## src/rtl/rgb_3x3_convolution_filter_defines.svh

```systemverilog
// Assertion macros for the 3x3 convolution filter.
`ifndef RGB_3X3_CONVOLUTION_FILTER_DEFINES_SVH
`define RGB_3X3_CONVOLUTION_FILTER_DEFINES_SVH
`ifndef SYNTH
`define RGB3_ASSERT(lbl, clk, rst, prop) \
   lbl: assert property (@(posedge clk) disable iff (rst) prop) \
      else $error("rgb3 assertion failed");
`define RGB3_ASSERT_NEXT(lbl, clk, rst, pre, post) \
   lbl: assert property (@(posedge clk) disable iff (rst) pre |=> post) \
      else $error("rgb3 assertion failed");
`else
`define RGB3_ASSERT(lbl, clk, rst, prop)
`define RGB3_ASSERT_NEXT(lbl, clk, rst, pre, post)
`endif
`endif

```

## src/rtl/rgb3_pkg.sv

```systemverilog
package rgb3_pkg;

   localparam int MAX_WIDTH_DEF  = 2048;
   localparam int MAX_HEIGHT_DEF = 2048;

   localparam int PIX_W   = 8;
   localparam int PIXEL_W = 3 * PIX_W;
   localparam int POS_W   = 11;
   localparam int REG_W   = 32;
   localparam int ADDR_W  = 4;
   localparam int MODE_W  = 3;
   localparam int DIM_W   = 12;
   localparam int MAG_W   = 17;
   localparam int ROOT_W  = 9;
   localparam int MIN_DIM = 3;

   localparam logic [MODE_W-1:0] MODE_BOX       = 3'd0;
   localparam logic [MODE_W-1:0] MODE_GAUSS     = 3'd1;
   localparam logic [MODE_W-1:0] MODE_SOBEL_X   = 3'd2;
   localparam logic [MODE_W-1:0] MODE_SOBEL_Y   = 3'd3;
   localparam logic [MODE_W-1:0] MODE_MAGNITUDE = 3'd4;

   localparam logic [1:0] REG_MODE   = 2'd0;
   localparam logic [1:0] REG_WIDTH  = 2'd1;
   localparam logic [1:0] REG_HEIGHT = 2'd2;

   localparam logic [DIM_W-1:0] WIDTH_RESET  = 12'd640;
   localparam logic [DIM_W-1:0] HEIGHT_RESET = 12'd480;

   // 2^16 / 9 rounded up; exact floor for sums below 2^12
   localparam logic [12:0] DIV9_RECIP = 13'd7282;

   typedef enum logic [1:0] {
      ST_IDLE,
      ST_READ,
      ST_SQRT,
      ST_EMIT
   } state_type;

   typedef logic [PIXEL_W-1:0] pixel_type;

   typedef struct packed {
      pixel_type older;
      pixel_type newer;
   } line_word_type;

   typedef struct packed {
      logic [MODE_W-1:0] mode;
      logic [DIM_W-1:0]  width;
      logic [DIM_W-1:0]  height;
   } cfg_type;

   typedef struct packed {
      logic [PIX_W-1:0] in_blue;
      logic [PIX_W-1:0] in_green;
      logic [PIX_W-1:0] in_red;
   } req_payload_type;

   typedef struct packed {
      logic [PIX_W-1:0] out_blue;
      logic [PIX_W-1:0] out_green;
      logic [PIX_W-1:0] out_red;
      logic [POS_W-1:0] out_row;
      logic [POS_W-1:0] out_col;
      logic             frame_done;
   } rsp_payload_type;

   typedef struct packed {
      logic [PIX_W-1:0] box;
      logic [PIX_W-1:0] gauss;
      logic [PIX_W-1:0] sobel_x;
      logic [PIX_W-1:0] sobel_y;
   } kernel_type;

   function automatic logic [PIX_W-1:0] clamp8(input logic signed [10:0] v);
      logic [PIX_W-1:0] r;
      if (v[10]) begin
         r = '0;
      end else if (v[9:8] != 2'b00) begin
         r = '1;
      end else begin
         r = v[7:0];
      end
      return r;
   endfunction

   // taps[row*3 + col], row 0 is the oldest line, col 0 the leftmost
   function automatic kernel_type kernel_eval(input logic [8:0][PIX_W-1:0] taps);
      logic [11:0]        box_sum;
      logic [11:0]        gauss_sum;
      logic [24:0]        box_prod;
      logic [9:0]         x_pos;
      logic [9:0]         x_neg;
      logic [9:0]         y_pos;
      logic [9:0]         y_neg;
      logic signed [10:0] gx;
      logic signed [10:0] gy;
      kernel_type         k;
      box_sum = 12'(taps[0]) + 12'(taps[1]) + 12'(taps[2])
              + 12'(taps[3]) + 12'(taps[4]) + 12'(taps[5])
              + 12'(taps[6]) + 12'(taps[7]) + 12'(taps[8]);
      gauss_sum = 12'(taps[0]) + 12'({taps[1], 1'b0}) + 12'(taps[2])
                + 12'({taps[3], 1'b0}) + 12'({taps[4], 2'b00}) + 12'({taps[5], 1'b0})
                + 12'(taps[6]) + 12'({taps[7], 1'b0}) + 12'(taps[8]);
      x_pos = 10'(taps[2]) + 10'({taps[5], 1'b0}) + 10'(taps[8]);
      x_neg = 10'(taps[0]) + 10'({taps[3], 1'b0}) + 10'(taps[6]);
      y_pos = 10'(taps[6]) + 10'({taps[7], 1'b0}) + 10'(taps[8]);
      y_neg = 10'(taps[0]) + 10'({taps[1], 1'b0}) + 10'(taps[2]);
      gx = $signed({1'b0, x_pos}) - $signed({1'b0, x_neg});
      gy = $signed({1'b0, y_pos}) - $signed({1'b0, y_neg});
      box_prod = 25'(box_sum) * 25'(DIV9_RECIP);
      k.box     = box_prod[23:16];
      k.gauss   = gauss_sum[11:4];
      k.sobel_x = clamp8(gx);
      k.sobel_y = clamp8(gy);
      return k;
   endfunction

endpackage

```

## src/rtl/rgb3_csr.sv

```systemverilog
module rgb3_csr (
   input  logic                          clock,
   input  logic                          reset,
   input  logic                          psel,
   input  logic                          penable,
   input  logic                          pwrite,
   input  logic [rgb3_pkg::ADDR_W-1:0]   paddr,
   input  logic [rgb3_pkg::REG_W-1:0]    pwdata,
   output logic [rgb3_pkg::REG_W-1:0]    prdata,
   output logic                          pready,
   output rgb3_pkg::cfg_type             cfg
);

   logic [rgb3_pkg::MODE_W-1:0] mode_ff;
   logic [rgb3_pkg::DIM_W-1:0]  width_ff;
   logic [rgb3_pkg::DIM_W-1:0]  height_ff;
   logic [1:0]                  reg_index;
   logic                        wr_en;

   assign reg_index = paddr[rgb3_pkg::ADDR_W-1:2];
   assign pready    = 1'b1;
   assign wr_en     = psel && penable && pwrite && pready;

   always_ff @(posedge clock) begin
      if (reset) begin
         mode_ff   <= rgb3_pkg::MODE_BOX;
         width_ff  <= rgb3_pkg::WIDTH_RESET;
         height_ff <= rgb3_pkg::HEIGHT_RESET;
      end else if (wr_en) begin
         case (reg_index)
            rgb3_pkg::REG_MODE: begin
               mode_ff <= pwdata[rgb3_pkg::MODE_W-1:0];
            end
            rgb3_pkg::REG_WIDTH: begin
               width_ff <= pwdata[rgb3_pkg::DIM_W-1:0];
            end
            rgb3_pkg::REG_HEIGHT: begin
               height_ff <= pwdata[rgb3_pkg::DIM_W-1:0];
            end
            default: begin
            end
         endcase
      end
   end

   always_comb begin
      case (reg_index)
         rgb3_pkg::REG_MODE:   prdata = rgb3_pkg::REG_W'(mode_ff);
         rgb3_pkg::REG_WIDTH:  prdata = rgb3_pkg::REG_W'(width_ff);
         rgb3_pkg::REG_HEIGHT: prdata = rgb3_pkg::REG_W'(height_ff);
         default:              prdata = '0;
      endcase
   end

   assign cfg.mode   = mode_ff;
   assign cfg.width  = width_ff;
   assign cfg.height = height_ff;

endmodule

```

## config.mk

```make
export PLATFORM = sky130hd
export DESIGN_NAME = rgb3_csr
export DESIGN_NICKNAME = d
export VERILOG_FILES = /design/src/rtl/rgb_3x3_convolution_filter_defines.svh /design/src/rtl/rgb3_pkg.sv /design/src/rtl/rgb3_csr.sv
export SDC_FILE = /design/constraint.sdc
export NUM_CORES = 1
export LEC_CHECK = 0
export BUFFER_PORTS_ARGS = -buffer_cell sky130_fd_sc_hd__buf_2
export CORE_MARGIN = 1.5
export CORE_UTILIZATION = 25
export CTS_BUF_LIST = sky130_fd_sc_hd__clkbuf_8
export CTS_CLUSTER_DIAMETER = 150
export DETAILED_ROUTE_END_ITERATION = 12
export SYNTH_ARGS = -nofsm -noshare
export SYNTH_HDL_FRONTEND = slang
export SYNTH_SLANG_ARGS = --single-unit
```

## constraint.sdc

```tcl
create_clock -name clock -period 2.75 [get_ports clock]
set_input_delay 0.4125 -clock clock [delete_from_list [all_inputs] [get_ports clock]]
set_output_delay 0.4125 -clock clock [all_outputs]
set_load 0.03 [all_outputs]
```

---- Word-level counts from Yosys, hierarchy flattened ----
Index checks and enable logic that the tools add are counted.
operators by class
  eq/ne operators ......................... 2
  muxes and demuxes ....................... 1
  reduce and logical (&&, ||, !) cells .... 6
operators by type and width
  cell                                                             number
  12-bit one-hot mux with 3 select lines                           1
  2-bit AND reduction                                              3
  2-bit by 1-bit == test with 1-bit output, second input constant  1
  2-bit == test, second input constant                             1
  1-bit logical AND                                                2
  2-bit logical NOT                                                1
storage, ports and cells
  register bits ........................... 27
  output and inout bits ................... 60

---- Depth between registers and ports, before layout ----
  depth after elaboration ................. 3
  gate-level depth with buffers ........... 5
  depth with buffers taken out ............ 3

---- Worst setup path before layout ----
Ideal clock, no wire load.
  kind .................................... input -> output
  from .................................... input paddr[2] (netlist bit)
  to ...................................... output prdata[0] (netlist bit)
  arrival ................................. 1.386 ns
  setup slack ............................. 0.952 ns
  stages on the path ...................... 5
  path through ............................ buf_4 > and2b_1 > buf_2 > nand2_1 > o21ai_0
on the way
  longest elaborated chain between the ends .. 2
  elaborated cells between the ends (all ways) .. 4
  those cells by class .................... eq/ne: 2; mux: 1; reduce/logical: 1
RTL lines
  item                                         line            source
  start: declaration                           rgb3_csr.sv:7   input logic [rgb3_pkg::ADDR_W-1:0] paddr,
  2-bit == test, or another cell as far along  rgb3_csr.sv:47  case (reg_index)
  12-bit one-hot mux with 3 select lines (*)   rgb3_csr.sv:47
  end: declaration                             rgb3_csr.sv:9   output logic [rgb3_pkg::REG_W-1:0] prdata,
Mark *: on every way between the ends. The rest lies on a longest branch, timed or not.

---- Worst setup path after layout ----
  from .................................... input paddr[2] (netlist bit)
  to ...................................... output prdata[9] (netlist bit)
Same word-level chain as after synthesis.

==> summary.txt <==
Status
  – Outcome: finished clean

STA
  – Finish-stage setup viols: 0
  – Setup_tns: 0 ns
  – Final Critical Period: 2.031 ns
  – Final worst-path cycle share: 73.86%
  – Worst clock skew: 0 ns
  – Slew margin rel.: 48.24%
  – Final number of hold-violating endpoints: 0
  – Smallest setup slack after layout: 0.7188 ns
  – Unrepaired setup endpoints after global routing: false
  – Peak Freq: 492.3 MHz
  – Max Slew Vio Count: 0
  – Measured slew at the worst slew-check pin: 0.7730 ns

Route
  – Final Routed Wirelength: 3.463 mm
  – Wirelength per Cell: 12.46 um
  – Drt first pass iters: 4
  – Post-DRT Antenna Nets: 0
  – Initial drt markers: 32
  – Post-route DRC violation count: 0
  – Via density: 4.173
  – DR vias: 1160

Floorplanning
  – Num rows: 27
  – Die Width: 79.52 um
  – I/O Pins: 101
  – Core ar.: 5574 um2
  – Total die area: 6323 um2
  – Starting Density: 26.26%
  – Die Height: 79.52 um

Worst setup path
  – CP Capture Type: output pin
  – Worst Setup SP: paddr[2]
  – CP Launch Type: input port
  – Crit path DAT: 1.62 ns
  – Required time of the critical path: 2.34 ns
  – Crit-path max FO: 13
  – Crit Path Class: input port to output pin
  – Worst R2R Start: height_ff[7]

Synth
  – Register area share after synthesis: 36.92%
  – Mapped Area: 1464 um2
  – Synth warn: 0
  – Synth unique cells: 17
  – Post-Syn Area per Cell: 9.384 um2
  – Synth top area cells: dfxtp_1 37%, mux2i_1 21%, nand2b_1 14%, buf_4 12%, a22o_1 5.4%
  – Yosys top cell area share: 36.92%
  – Register bit total from synthesis: 27
  – Synth area leader: dfxtp_1
  – Synthesized instance count: 156

Finish
  – Fin nets: 248
  – Fill count: 610
  – P&R area growth vs syn: 20.51%
  – Layout Utilization: 31.65%
  – Layout cells sized above 1: 31.07%
  – Antenna Cells: 0
  – Final std cells w/o fill: 278

Global routing
  – Vias in the first global route: 1038
  – First-pass GRT wire length: 5.506 mm
  – Total GRT Usage: 11.16%
  – Antenna violations before repair: 0
  – Total gr overflow: 0
  – Largest net degree at the start of global routing: 44

Power and ir drop
  – VDD IR-drop max: 0.1693 mV
  – PD cells: 431.8 nW/um2
  – Design Power: 761.7 uW
  – Leakage: 0.0008682 uW

Placement
  – Global placement routability congestion: 0.6894
  – Post-DP HPWL: 2.527 mm
  – Port buffer count: 57
  – Dpl ws: 0.6862 ns
  – Number of instances in the placed design: 274

Clocking
  – CTS clk-pin slew, worst paths: 0.09 ns
  – Post-CTS Setup Repair Bufs: 0
  – CTS max path bufs: 2
  – H-tree depth: 1
  – CTS Root Cell: clkbuf_8
  – CTS Hold Bufs: 0
  – CTS Sinks: 27
  – Post-CTS Resized: 0
  – CTS tree: yes
  – Cts bufs inserted: 3
  – Clk_lat worst skew: 0.27 ns

Worst hold path
  – Hold Startpoint: pwdata[6]
  – Hold WC Path Type: input port to register

Job
  – Max Cap Viol: 0
## synthesized netlist by cell type (all sizes together)
cell,number
a22o,9
and2b,2
buf,26
clkbuf,5
conb,2
dfxtp,27
mux2i,30
nand2,3
nand2b,32
nand3,1
nand4,2
nor2,11
nor3b,2
o21ai,3
or3,1
## cell usage in the layout (no fill, tap or decap), drive strengths merged
master	n
buf	58
nand2b	32
mux2i	30
dfxtp	27
conb	21
nor2	11
a22o	9
nand2	3
o21ai	3
clkbuf	3
and2b	2
nor3b	2
nand4	2
nand3	1
or3	1
inv	1
## final cells by class
class                   instances  area [um2]  area share [%]
multi-input cells             117       795.8           45.11
flip-flops and latches         27       540.5           30.64
clock buffers                   3       41.29           2.340
clock inverters                 1       3.754          0.2128
well taps                      72       90.09           5.106
repair buffers                 58       292.8           16.60
## report_power, final
part           switching (uW)  leakage [uW]  internal [uW]  total [uW]
combinational            99.0      0.000623           38.2         137
clock                     125     0.0000269            100         225
sequential               3.77      0.000218            396         400
## flip-flops by register name (all words and copies together) (netlist names)
register / count
height_ff: 12
width_ff: 12
mode_ff: 3
## critical path, cell delays in order
cell and delay, ns:
buf_2 0.16, and2b_1 0.61, a22o_1 0.23, buf_2 0.20
## path summary, 6_finish.rpt
path | to | slack, ns | cells after the start
max | prdata[9] | 0.72 | 4
min | width_ff[6] | 0.40 | 3
max reg2reg | height_ff[7] | 2.10 | 2
min reg2reg | width_ff[3] | 0.49 | 2
## kinds of logic after synthesis
logic type	Yosys count	synth area share, %
AOI/OAI and AO/OA	12	6.410
buffers and inverters	31	14.27
DFF	27	36.92
muxes	30	20.51
other	2	0.5130
and+or+nand+nor	54	21.37
## layer usage
metal	part of all wire, %	up-vias	GRT usage (%)
li1	-	579	-
met5	0	-	0
met4	0.23	0	2.105
met2	45	49	17.88
met3	6.8	2	2.400
met1	48	530	15.38
## per-stage QoR
step,hold WS (ns),instance area [um2]
floorplan,0.5678,1535
global placement,0.4747,1719
detailed placement,0.4805,1719
CTS,0.3987,1764
global route,0.4084,1764
finish,0.4044,1764
No activity file was read; power rests on OpenSTA's default activity.
