### src/rtl/rgb_3x3_convolution_filter_defines.svh
// Assertion macros for the 3x3 convolution filter.
`ifndef RGB_3X3_CONVOLUTION_FILTER_DEFINES_SVH
`define RGB_3X3_CONVOLUTION_FILTER_DEFINES_SVH
`ifndef SYNTH
`define RGB3_ASSERT(lbl, clk, rst, prop) \
   lbl: assert property (@(posedge clk) disable iff (rst) prop) \
      else $error("rgb3 assertion failed");
`define RGB3_ASSERT_NEXT(lbl, clk, rst, pre, post) \
   lbl: assert property (@(posedge clk) disable iff (rst) pre |=> post) \
      else $error("rgb3 assertion failed");
`else
`define RGB3_ASSERT(lbl, clk, rst, prop)
`define RGB3_ASSERT_NEXT(lbl, clk, rst, pre, post)
`endif
`endif

### src/rtl/rgb3_pkg.sv
package rgb3_pkg;

   localparam int MAX_WIDTH_DEF  = 2048;
   localparam int MAX_HEIGHT_DEF = 2048;

   localparam int PIX_W   = 8;
   localparam int PIXEL_W = 3 * PIX_W;
   localparam int POS_W   = 11;
   localparam int REG_W   = 32;
   localparam int ADDR_W  = 4;
   localparam int MODE_W  = 3;
   localparam int DIM_W   = 12;
   localparam int MAG_W   = 17;
   localparam int ROOT_W  = 9;
   localparam int MIN_DIM = 3;

   localparam logic [MODE_W-1:0] MODE_BOX       = 3'd0;
   localparam logic [MODE_W-1:0] MODE_GAUSS     = 3'd1;
   localparam logic [MODE_W-1:0] MODE_SOBEL_X   = 3'd2;
   localparam logic [MODE_W-1:0] MODE_SOBEL_Y   = 3'd3;
   localparam logic [MODE_W-1:0] MODE_MAGNITUDE = 3'd4;

   localparam logic [1:0] REG_MODE   = 2'd0;
   localparam logic [1:0] REG_WIDTH  = 2'd1;
   localparam logic [1:0] REG_HEIGHT = 2'd2;

   localparam logic [DIM_W-1:0] WIDTH_RESET  = 12'd640;
   localparam logic [DIM_W-1:0] HEIGHT_RESET = 12'd480;

   // 2^16 / 9 rounded up; exact floor for sums below 2^12
   localparam logic [12:0] DIV9_RECIP = 13'd7282;

   typedef enum logic [1:0] {
      ST_IDLE,
      ST_READ,
      ST_SQRT,
      ST_EMIT
   } state_type;

   typedef logic [PIXEL_W-1:0] pixel_type;

   typedef struct packed {
      pixel_type older;
      pixel_type newer;
   } line_word_type;

   typedef struct packed {
      logic [MODE_W-1:0] mode;
      logic [DIM_W-1:0]  width;
      logic [DIM_W-1:0]  height;
   } cfg_type;

   typedef struct packed {
      logic [PIX_W-1:0] in_blue;
      logic [PIX_W-1:0] in_green;
      logic [PIX_W-1:0] in_red;
   } req_payload_type;

   typedef struct packed {
      logic [PIX_W-1:0] out_blue;
      logic [PIX_W-1:0] out_green;
      logic [PIX_W-1:0] out_red;
      logic [POS_W-1:0] out_row;
      logic [POS_W-1:0] out_col;
      logic             frame_done;
   } rsp_payload_type;

   typedef struct packed {
      logic [PIX_W-1:0] box;
      logic [PIX_W-1:0] gauss;
      logic [PIX_W-1:0] sobel_x;
      logic [PIX_W-1:0] sobel_y;
   } kernel_type;

   function automatic logic [PIX_W-1:0] clamp8(input logic signed [10:0] v);
      logic [PIX_W-1:0] r;
      if (v[10]) begin
         r = '0;
      end else if (v[9:8] != 2'b00) begin
         r = '1;
      end else begin
         r = v[7:0];
      end
      return r;
   endfunction

   // taps[row*3 + col], row 0 is the oldest line, col 0 the leftmost
   function automatic kernel_type kernel_eval(input logic [8:0][PIX_W-1:0] taps);
      logic [11:0]        box_sum;
      logic [11:0]        gauss_sum;
      logic [24:0]        box_prod;
      logic [9:0]         x_pos;
      logic [9:0]         x_neg;
      logic [9:0]         y_pos;
      logic [9:0]         y_neg;
      logic signed [10:0] gx;
      logic signed [10:0] gy;
      kernel_type         k;
      box_sum = 12'(taps[0]) + 12'(taps[1]) + 12'(taps[2])
              + 12'(taps[3]) + 12'(taps[4]) + 12'(taps[5])
              + 12'(taps[6]) + 12'(taps[7]) + 12'(taps[8]);
      gauss_sum = 12'(taps[0]) + 12'({taps[1], 1'b0}) + 12'(taps[2])
                + 12'({taps[3], 1'b0}) + 12'({taps[4], 2'b00}) + 12'({taps[5], 1'b0})
                + 12'(taps[6]) + 12'({taps[7], 1'b0}) + 12'(taps[8]);
      x_pos = 10'(taps[2]) + 10'({taps[5], 1'b0}) + 10'(taps[8]);
      x_neg = 10'(taps[0]) + 10'({taps[3], 1'b0}) + 10'(taps[6]);
      y_pos = 10'(taps[6]) + 10'({taps[7], 1'b0}) + 10'(taps[8]);
      y_neg = 10'(taps[0]) + 10'({taps[1], 1'b0}) + 10'(taps[2]);
      gx = $signed({1'b0, x_pos}) - $signed({1'b0, x_neg});
      gy = $signed({1'b0, y_pos}) - $signed({1'b0, y_neg});
      box_prod = 25'(box_sum) * 25'(DIV9_RECIP);
      k.box     = box_prod[23:16];
      k.gauss   = gauss_sum[11:4];
      k.sobel_x = clamp8(gx);
      k.sobel_y = clamp8(gy);
      return k;
   endfunction

endpackage

### src/rtl/rgb3_isqrt.sv
module rgb3_isqrt (
   input  logic                          clock,
   input  logic                          reset,
   input  logic                          start,
   input  logic [rgb3_pkg::MAG_W-1:0]    value,
   output logic                          done,
   output logic [rgb3_pkg::PIX_W-1:0]    root
);

   localparam int RW    = rgb3_pkg::ROOT_W;
   localparam int CNT_W = $clog2(RW + 1);

   logic                        run_ff;
   logic                        done_ff;
   logic [CNT_W-1:0]            cnt_ff;
   logic [RW-1:0]               r_ff;
   logic [rgb3_pkg::MAG_W-1:0]  value_ff;
   logic [rgb3_pkg::PIX_W-1:0]  root_ff;
   logic [RW-1:0]               trial;
   logic [RW-1:0]               mul_op;
   logic [2*RW-1:0]             sq;
   logic [2*RW:0]               r_sq_plus_r;
   logic [RW-1:0]               r_rnd;

   // one multiplier: trial square while bits remain, r*r for rounding at the end
   assign trial       = r_ff | (RW'(1) << (cnt_ff - CNT_W'(1)));
   assign mul_op      = (cnt_ff == '0) ? r_ff : trial;
   assign sq          = mul_op * mul_op;
   assign r_sq_plus_r = (2*RW+1)'(sq) + (2*RW+1)'(r_ff);
   assign r_rnd       = r_ff + RW'((2*RW+1)'(value_ff) > r_sq_plus_r);

   always_ff @(posedge clock) begin
      if (reset) begin
         run_ff  <= 1'b0;
         done_ff <= 1'b0;
      end else begin
         done_ff <= 1'b0;
         if (start) begin
            run_ff <= 1'b1;
         end else if (run_ff && cnt_ff == '0) begin
            run_ff  <= 1'b0;
            done_ff <= 1'b1;
         end
      end
   end

   always_ff @(posedge clock) begin
      if (start) begin
         cnt_ff   <= CNT_W'(RW);
         r_ff     <= '0;
         value_ff <= value;
      end else if (run_ff) begin
         if (cnt_ff != '0) begin
            if (sq <= (2*RW)'(value_ff)) begin
               r_ff <= trial;
            end
            cnt_ff <= cnt_ff - CNT_W'(1);
         end else begin
            root_ff <= (r_rnd[RW-1:rgb3_pkg::PIX_W] != '0) ? '1 : r_rnd[rgb3_pkg::PIX_W-1:0];
         end
      end
   end

   assign done = done_ff;
   assign root = root_ff;

endmodule

### config.mk
export PLATFORM = sky130hd
export DESIGN_NAME = rgb3_isqrt
export DESIGN_NICKNAME = d
export VERILOG_FILES = /design/src/rtl/rgb_3x3_convolution_filter_defines.svh /design/src/rtl/rgb3_pkg.sv /design/src/rtl/rgb3_isqrt.sv
export SDC_FILE = /design/constraint.sdc
export NUM_CORES = 1
export LEC_CHECK = 0
export ABC_AREA = 1
export BUFFER_PORTS_ARGS = -buffer_cell sky130_fd_sc_hd__buf_2
export CAP_MARGIN = 30
export CORE_UTILIZATION = 45
export DETAILED_ROUTE_END_ITERATION = 12
export SYNTH_ARGS = -nofsm -noshare
export SYNTH_HDL_FRONTEND = slang
export SYNTH_SLANG_ARGS = --single-unit
export TNS_END_PERCENT = 50
### constraint.sdc
create_clock -name clock -period 8 [get_ports clock]
set_input_delay 0.4 -clock clock [delete_from_list [all_inputs] [get_ports clock]]
set_output_delay 0.4 -clock clock [all_outputs]
set_load 0.01 [all_outputs]
**Word level (Yosys, flattened, before mapping)**

Index checks and enable logic that the tools add are counted.

- Word-level logic and storage cells: 28
- Bits in registers: 40

- Multiplexer cells: 4
- Reductions and logical operators: 8
- Bitwise logic cells: 3
- Shift-type cells: 1
- Add/subtract/negate cells: 3
- $mul: 1
- Order comparisons: 2

Operator list:

| kind | count |
|---|---|
| $add 18x9->19 | 1 |
| $gt 17x19->1 | 1 |
| $le 18x17->1 | 1 |
| $mul 9x9->18 | 1 |
| $add 9x1->9 | 1 |
| $mux 9 | 1 |
| $or 9x9->9 | 1 |
| $shl 1x4->9 const A | 1 |
| $reduce_and 3->1 | 2 |
| $logic_not 4->1 | 1 |
| $reduce_bool 4->1 | 1 |
| $sub 4x1->4 const B | 1 |
| $mux 1 | 3 |
| $not 1->1 | 2 |
| $reduce_and 2->1 | 1 |
| $reduce_bool 2->1 | 1 |
| $reduce_or 2->1 | 1 |
| $logic_and 1x1->1 | 1 |

**Logic depth before layout (Yosys ltp)**

- Depth in word-level cells: 8
- Gate-level depth with buffers: 53
- Depth with buffers taken out: 51

**Worst setup path after synthesis**

OpenSTA, ideal clock, no wires.

- Kind: register to register
- Start point: reg cnt_ff[0]
- End point: reg root_ff, in the netlist root[0], data pin
- Path buffers: 2
- Library setup time: 0.262 ns
- Cell stages (with the launch flop): 47
- Period minus slack after synthesis: 8.070 ns
- Data arrival time: 7.808 ns
- Setup slack: -0.070 ns
- Cells stage by stage: dfxtp_1 -> inv_1 -> ha_1 -> or2_1 -> and2_1 -> buf_6 -> clkinv_4 -> a31oi_1 -> inv_1 -> buf_2 -> nand2_1 -> fa_1 -> inv_1 -> fa_1 -> inv_1 -> fa_1 -> fa_1 -> inv_1 -> [... 11 more ...] -> inv_1 -> nand3_1 -> nor3_1 -> nand2_1 -> o211ai_1 -> nand2_1 -> nand2_1 -> nand2_1 -> a21oi_1 -> nand3_1 -> nor2_1 -> ha_1 -> nand2_1 -> nor3_1 -> inv_1 -> nor4_1 -> xor2_1 -> or2_2

- Longest elaborated chain between the ends: 8
- Elaborated cells on any way between the ends: 9

Ends and longest elaborated chain:

| element | RTL line | RTL |
|---|---|---|
| start: declaration | rgb3_isqrt.sv:15 | `logic [CNT_W-1:0] cnt_ff;` |
| start signal: assignment | rgb3_isqrt.sv:49 | `cnt_ff <= CNT_W'(RW);` |
| start signal: assignment | rgb3_isqrt.sv:57 | `cnt_ff <= cnt_ff - CNT_W'(1);` |
| $sub 4x1->4 | rgb3_isqrt.sv:26 | `assign trial = r_ff \| (RW'(1) << (cnt_ff - CNT_W'(1)));` |
| $shl 1x4->9 | rgb3_isqrt.sv:26 |  |
| $or 9x9->9 | rgb3_isqrt.sv:26 |  |
| $mux 9 * | rgb3_isqrt.sv:27 | `assign mul_op = (cnt_ff == '0) ? r_ff : trial;` |
| $mul 9x9->18 * | rgb3_isqrt.sv:28 | `assign sq = mul_op * mul_op;` |
| $add 18x9->19 * | rgb3_isqrt.sv:29 | `assign r_sq_plus_r = (2*RW+1)'(sq) + (2*RW+1)'(r_ff);` |
| $gt 17x19->1 * | rgb3_isqrt.sv:30 | `assign r_rnd = r_ff + RW'((2*RW+1)'(value_ff) > r_sq_plus_r);` |
| $add 9x1->9 * | rgb3_isqrt.sv:30 |  |
| end signal: assignment | rgb3_isqrt.sv:59 | `root_ff <= (r_rnd[RW-1:rgb3_pkg::PIX_W] != '0) ? '1 : r_rnd[rgb3_pkg::PIX_W-1:0];` |
| end: declaration | rgb3_isqrt.sv:18 | `logic [rgb3_pkg::PIX_W-1:0] root_ff;` |

Every way passes the cells marked *; elsewhere a longest branch is shown, timed or not.
A chain may end at the register's enable or synchronous reset.

**Worst setup path in the final report**

- Start point: reg cnt_ff[1]
- End point: reg root_ff, in the netlist root[7], data pin

The elaborated chain is that of the path after synthesis.

==> metrics.md <==
| Metric | Value |
|---|---|
| Area occupied by multi-input gates | 0.004031 mm2 |
| DR pass1 iterations | 10 |
| Failing checks | DRC, setup timing |
| Worst Path Required | 8.04 ns |
| Sw Ratio | 34.27% |
| Die span in x | 111.8 um |
| # DRC | 3 |
| Comb pwr share | 37.2% |
| Clock network power share | 31.4% |
| Clock Tree Root | clkbuf_16 |
| 1st-iter DRT viols | 198 |
| Critical-path maximum fanout | 7 |
| TritonCTS clock tree | built |
| Status | complete, but fails checks |
| Post-synth top flop | edfxtp_1 |
| WL/cell | 13.94 um |
| Worst-Margin Slew | 0.8439 ns |
| Placed Instances | 919 |
| Gpl congestion | 0.8780 |
| Total grt overflow | 0 |
| Cell taking the most area after synthesis | ha_1 |
| Pins over their slew limit | 0 |
| Crit path top cell by count | inv_2 |
| Non-Filler Instances | 948 |
| Antenna Cells | 0 |
| Pleak | 3.690 nW |
| Unrepaired setup endpoints after global routing | true |
| Psw | 0.2632 mW |
| Total Power | 0.7682 mW |
| Largest net degree at the start of global routing | 29 |
| Via-per-instance ratio | 4.974 |
| Wire length on met3 | 442 um |
| Peak supply drop | 0.08952 mV |
| DR vias | 4715 |
| Dpl hpwl | 10.62 mm |
| Total track usage | 21.40% |
| Final nets | 939 |
| Worst slack at placement | -0.3717 ns |
| Core area | 0.01156 mm2 |
| Vias in the first global route | 4843 |
| M1 WL | 5.909 mm |
| Total Wirelength | 13.22 mm |
| Worst hold path class | in2reg |
| Synth Register Bits | 40 |
| Area Growth Syn to Fin | 26.53% |
| Power Internal | 0.5050 mW |
| Top post-synthesis cells by count | inv_1, nand2_1, ha_1, a21oi_1, fa_1 |
| Yosys top cell area share | 18.67% |
| Number of enable flip-flop cells after synthesis | 25 |
| Initial antenna violation count | 0 |
| Crit path launch type | register |
| CP max stage cell | fa_1 |
| Core Rows | 39 |
| Die area | 0.01250 mm2 |
| Worst skew pair latency | 0.30 ns |
| Register area | 0.001055 mm2 |
| Port Buffer Count | 28 |
| Synth area leaders | ha_1, edfxtp_1, fa_1 |
| Initial Util | 46.93% |
| Slew HR | 43.54% |
| Clock transition at path regs | 0.06 ns |
| Tcrit/Tclk final | 102.0% |
| Post-synth ARST share | 0% |
| MaxCap Viol Count | 0 |
| Crit path kind | reg2reg |
| Power Density | 111.9 mW/mm2 |
| Uppermost layer routed | met4 |
| FMAX | 0.1226 GHz |
| Post-DRT Antenna Nets | 0 |
| TritonCTS Sinks | 40 |
| H-tree levels | 2 |
| CP arrival | 8.20 ns |
| Layout cells sized above 1 | 29.19% |
| Sequential area share after synthesis | 19.36% |
| Total length of routed met2 wires | 6.643 mm |
| Die Height | 111.8 um |
| Syn_area_per_cell | 7.844 um2 |
| Worst path max stage delay | 0.55 ns |
| CTS buffer count | 5 |
| Register share of total power | 31.4% |
| Clock Tree Buf Depth | 2 |
| Fin crit period | 8.157 ns |
| Synth Instances | 692 |
| Net Count, Synth | 827 |
| Final WS setup | -0.1572 ns |
| CP Capture Type | register |
| Final setup vio count | 8 |
| Worst Hold Margin | 0.2736 ns |
| Global-route wire length before repair | 21.47 mm |
| YS warnings | 0 |
| Hold Violations, Final | 0 |
| Top-Level Pins | 29 |
| Hold-fix buffers, CTS | 0 |
| Netlist cell types | 50 |
| Top-count cell post-synth | inv_1 |
| Layout fillers | 1013 |
| Worst clock skew | 0.004149 ns |
| Cell Area, Synth | 0.005428 mm2 |
| Final Core Density | 59.39% |
## cell type report
class	instances	share of cell area (%)
Multi-Input combinational cell	473	58.70
Sequential cell	40	15.36
Tap cell	143	2.605
Inverter	171	9.419
Clock buffer	5	1.822
Timing Repair Buffer	113	11.40
Clock inverter	3	0.6923
## stage by stage
stage	setup TNS (ns)	area, um2
floorplan	0	5434
global placement	-0.5585	6187
detailed placement	-2.374	6187
CTS	-0.04409	6485
global route	-4.492	6868
finish	-1.131	6868
## registers in the layout, indices dropped and copies added (netlist names)
signal    cells
value_ff     17
r_ff          9
run_ff        1
root          8
cnt_ff        4
done          1
## timing repair
action,4_1_cts,5_1_grt
setup endpoints to repair,8,8
buffers inserted,4,16
gates resized for setup,16,66
pin swaps,1,50
## power groups by stage
stage | sequential [mW] | clock (mW) | combinational (mW)
after floorplan | 0.242 | 0 | 0.159
after global placement | 0.245 | 0 | 0.234
after detailed placement | 0.245 | 0 | 0.241
after CTS | 0.241 | 0.242 | 0.252
after global routing | 0.242 | 0.251 | 0.318
final | 0.242 | 0.241 | 0.286
## metal layers
layer / vias to the layer above / GRT usage, %
met4: 0 / 5.135
met3: 24 / 3.484
met2: 70 / 39.05
met5: - / 0
met1: 2229 / 26.12
li1: 2392 / -
## placed cells by master (no fill, tap or decap), drive strengths merged, types with 3 or more instances in the layout
| cell type | n |
|---|---|
| buf | 113 |
| xor2 | 20 |
| xnor2 | 11 |
| clkbuf | 5 |
| edfxtp | 25 |
| nor4 | 4 |
| nand2 | 156 |
| o21ai | 20 |
| inv | 170 |
| nor2 | 35 |
| nand4 | 10 |
| fa | 34 |
| a21oi | 39 |
| o21bai | 3 |
| clkinv | 3 |
| ha | 81 |
| nor3 | 8 |
| a31oi | 4 |
| nand3 | 33 |
| dfxtp | 15 |
## worst paths after layout
kind / startpoint / to / slack, ns / cells past startpoint
min reg2reg: cnt_ff[2]$_SDFFE_PP0P_ / cnt_ff[2]$_SDFFE_PP0P_ / 0.51 / 2
max: cnt_ff[1]$_SDFFE_PP0P_ / root[7]$_SDFFCE_PP1P_ / -0.16 / 46
min: value[10] / value_ff[10]$_DFFE_PP_ / 0.27 / 1
max reg2reg: cnt_ff[1]$_SDFFE_PP0P_ / root[7]$_SDFFCE_PP1P_ / -0.16 / 46
## critical path: cells and delay by family (launching register included)
family | cells | cell delay [ns]
flip-flops | 1 | 0.32
AND/OR/NAND/NOR | 18 | 2.15
XOR/XNOR | 4 | 0.62
buffers and inverters | 11 | 0.96
adder cells (fa/ha/maj) | 8 | 3.12
AO/OA/AOI/OAI | 5 | 0.74
## cell families after synthesis
logic type,Yosys count,synth area share (%)
buffers and inverters,179,12.77
AO/OA/AOI/OAI,75,8.598
adder cells (fa/ha/maj),115,31.21
XOR/XNOR,31,5.832
AND/OR/NAND/NOR,252,22.22
flip-flops,40,19.36
No activity file was read; power rests on OpenSTA's default activity.
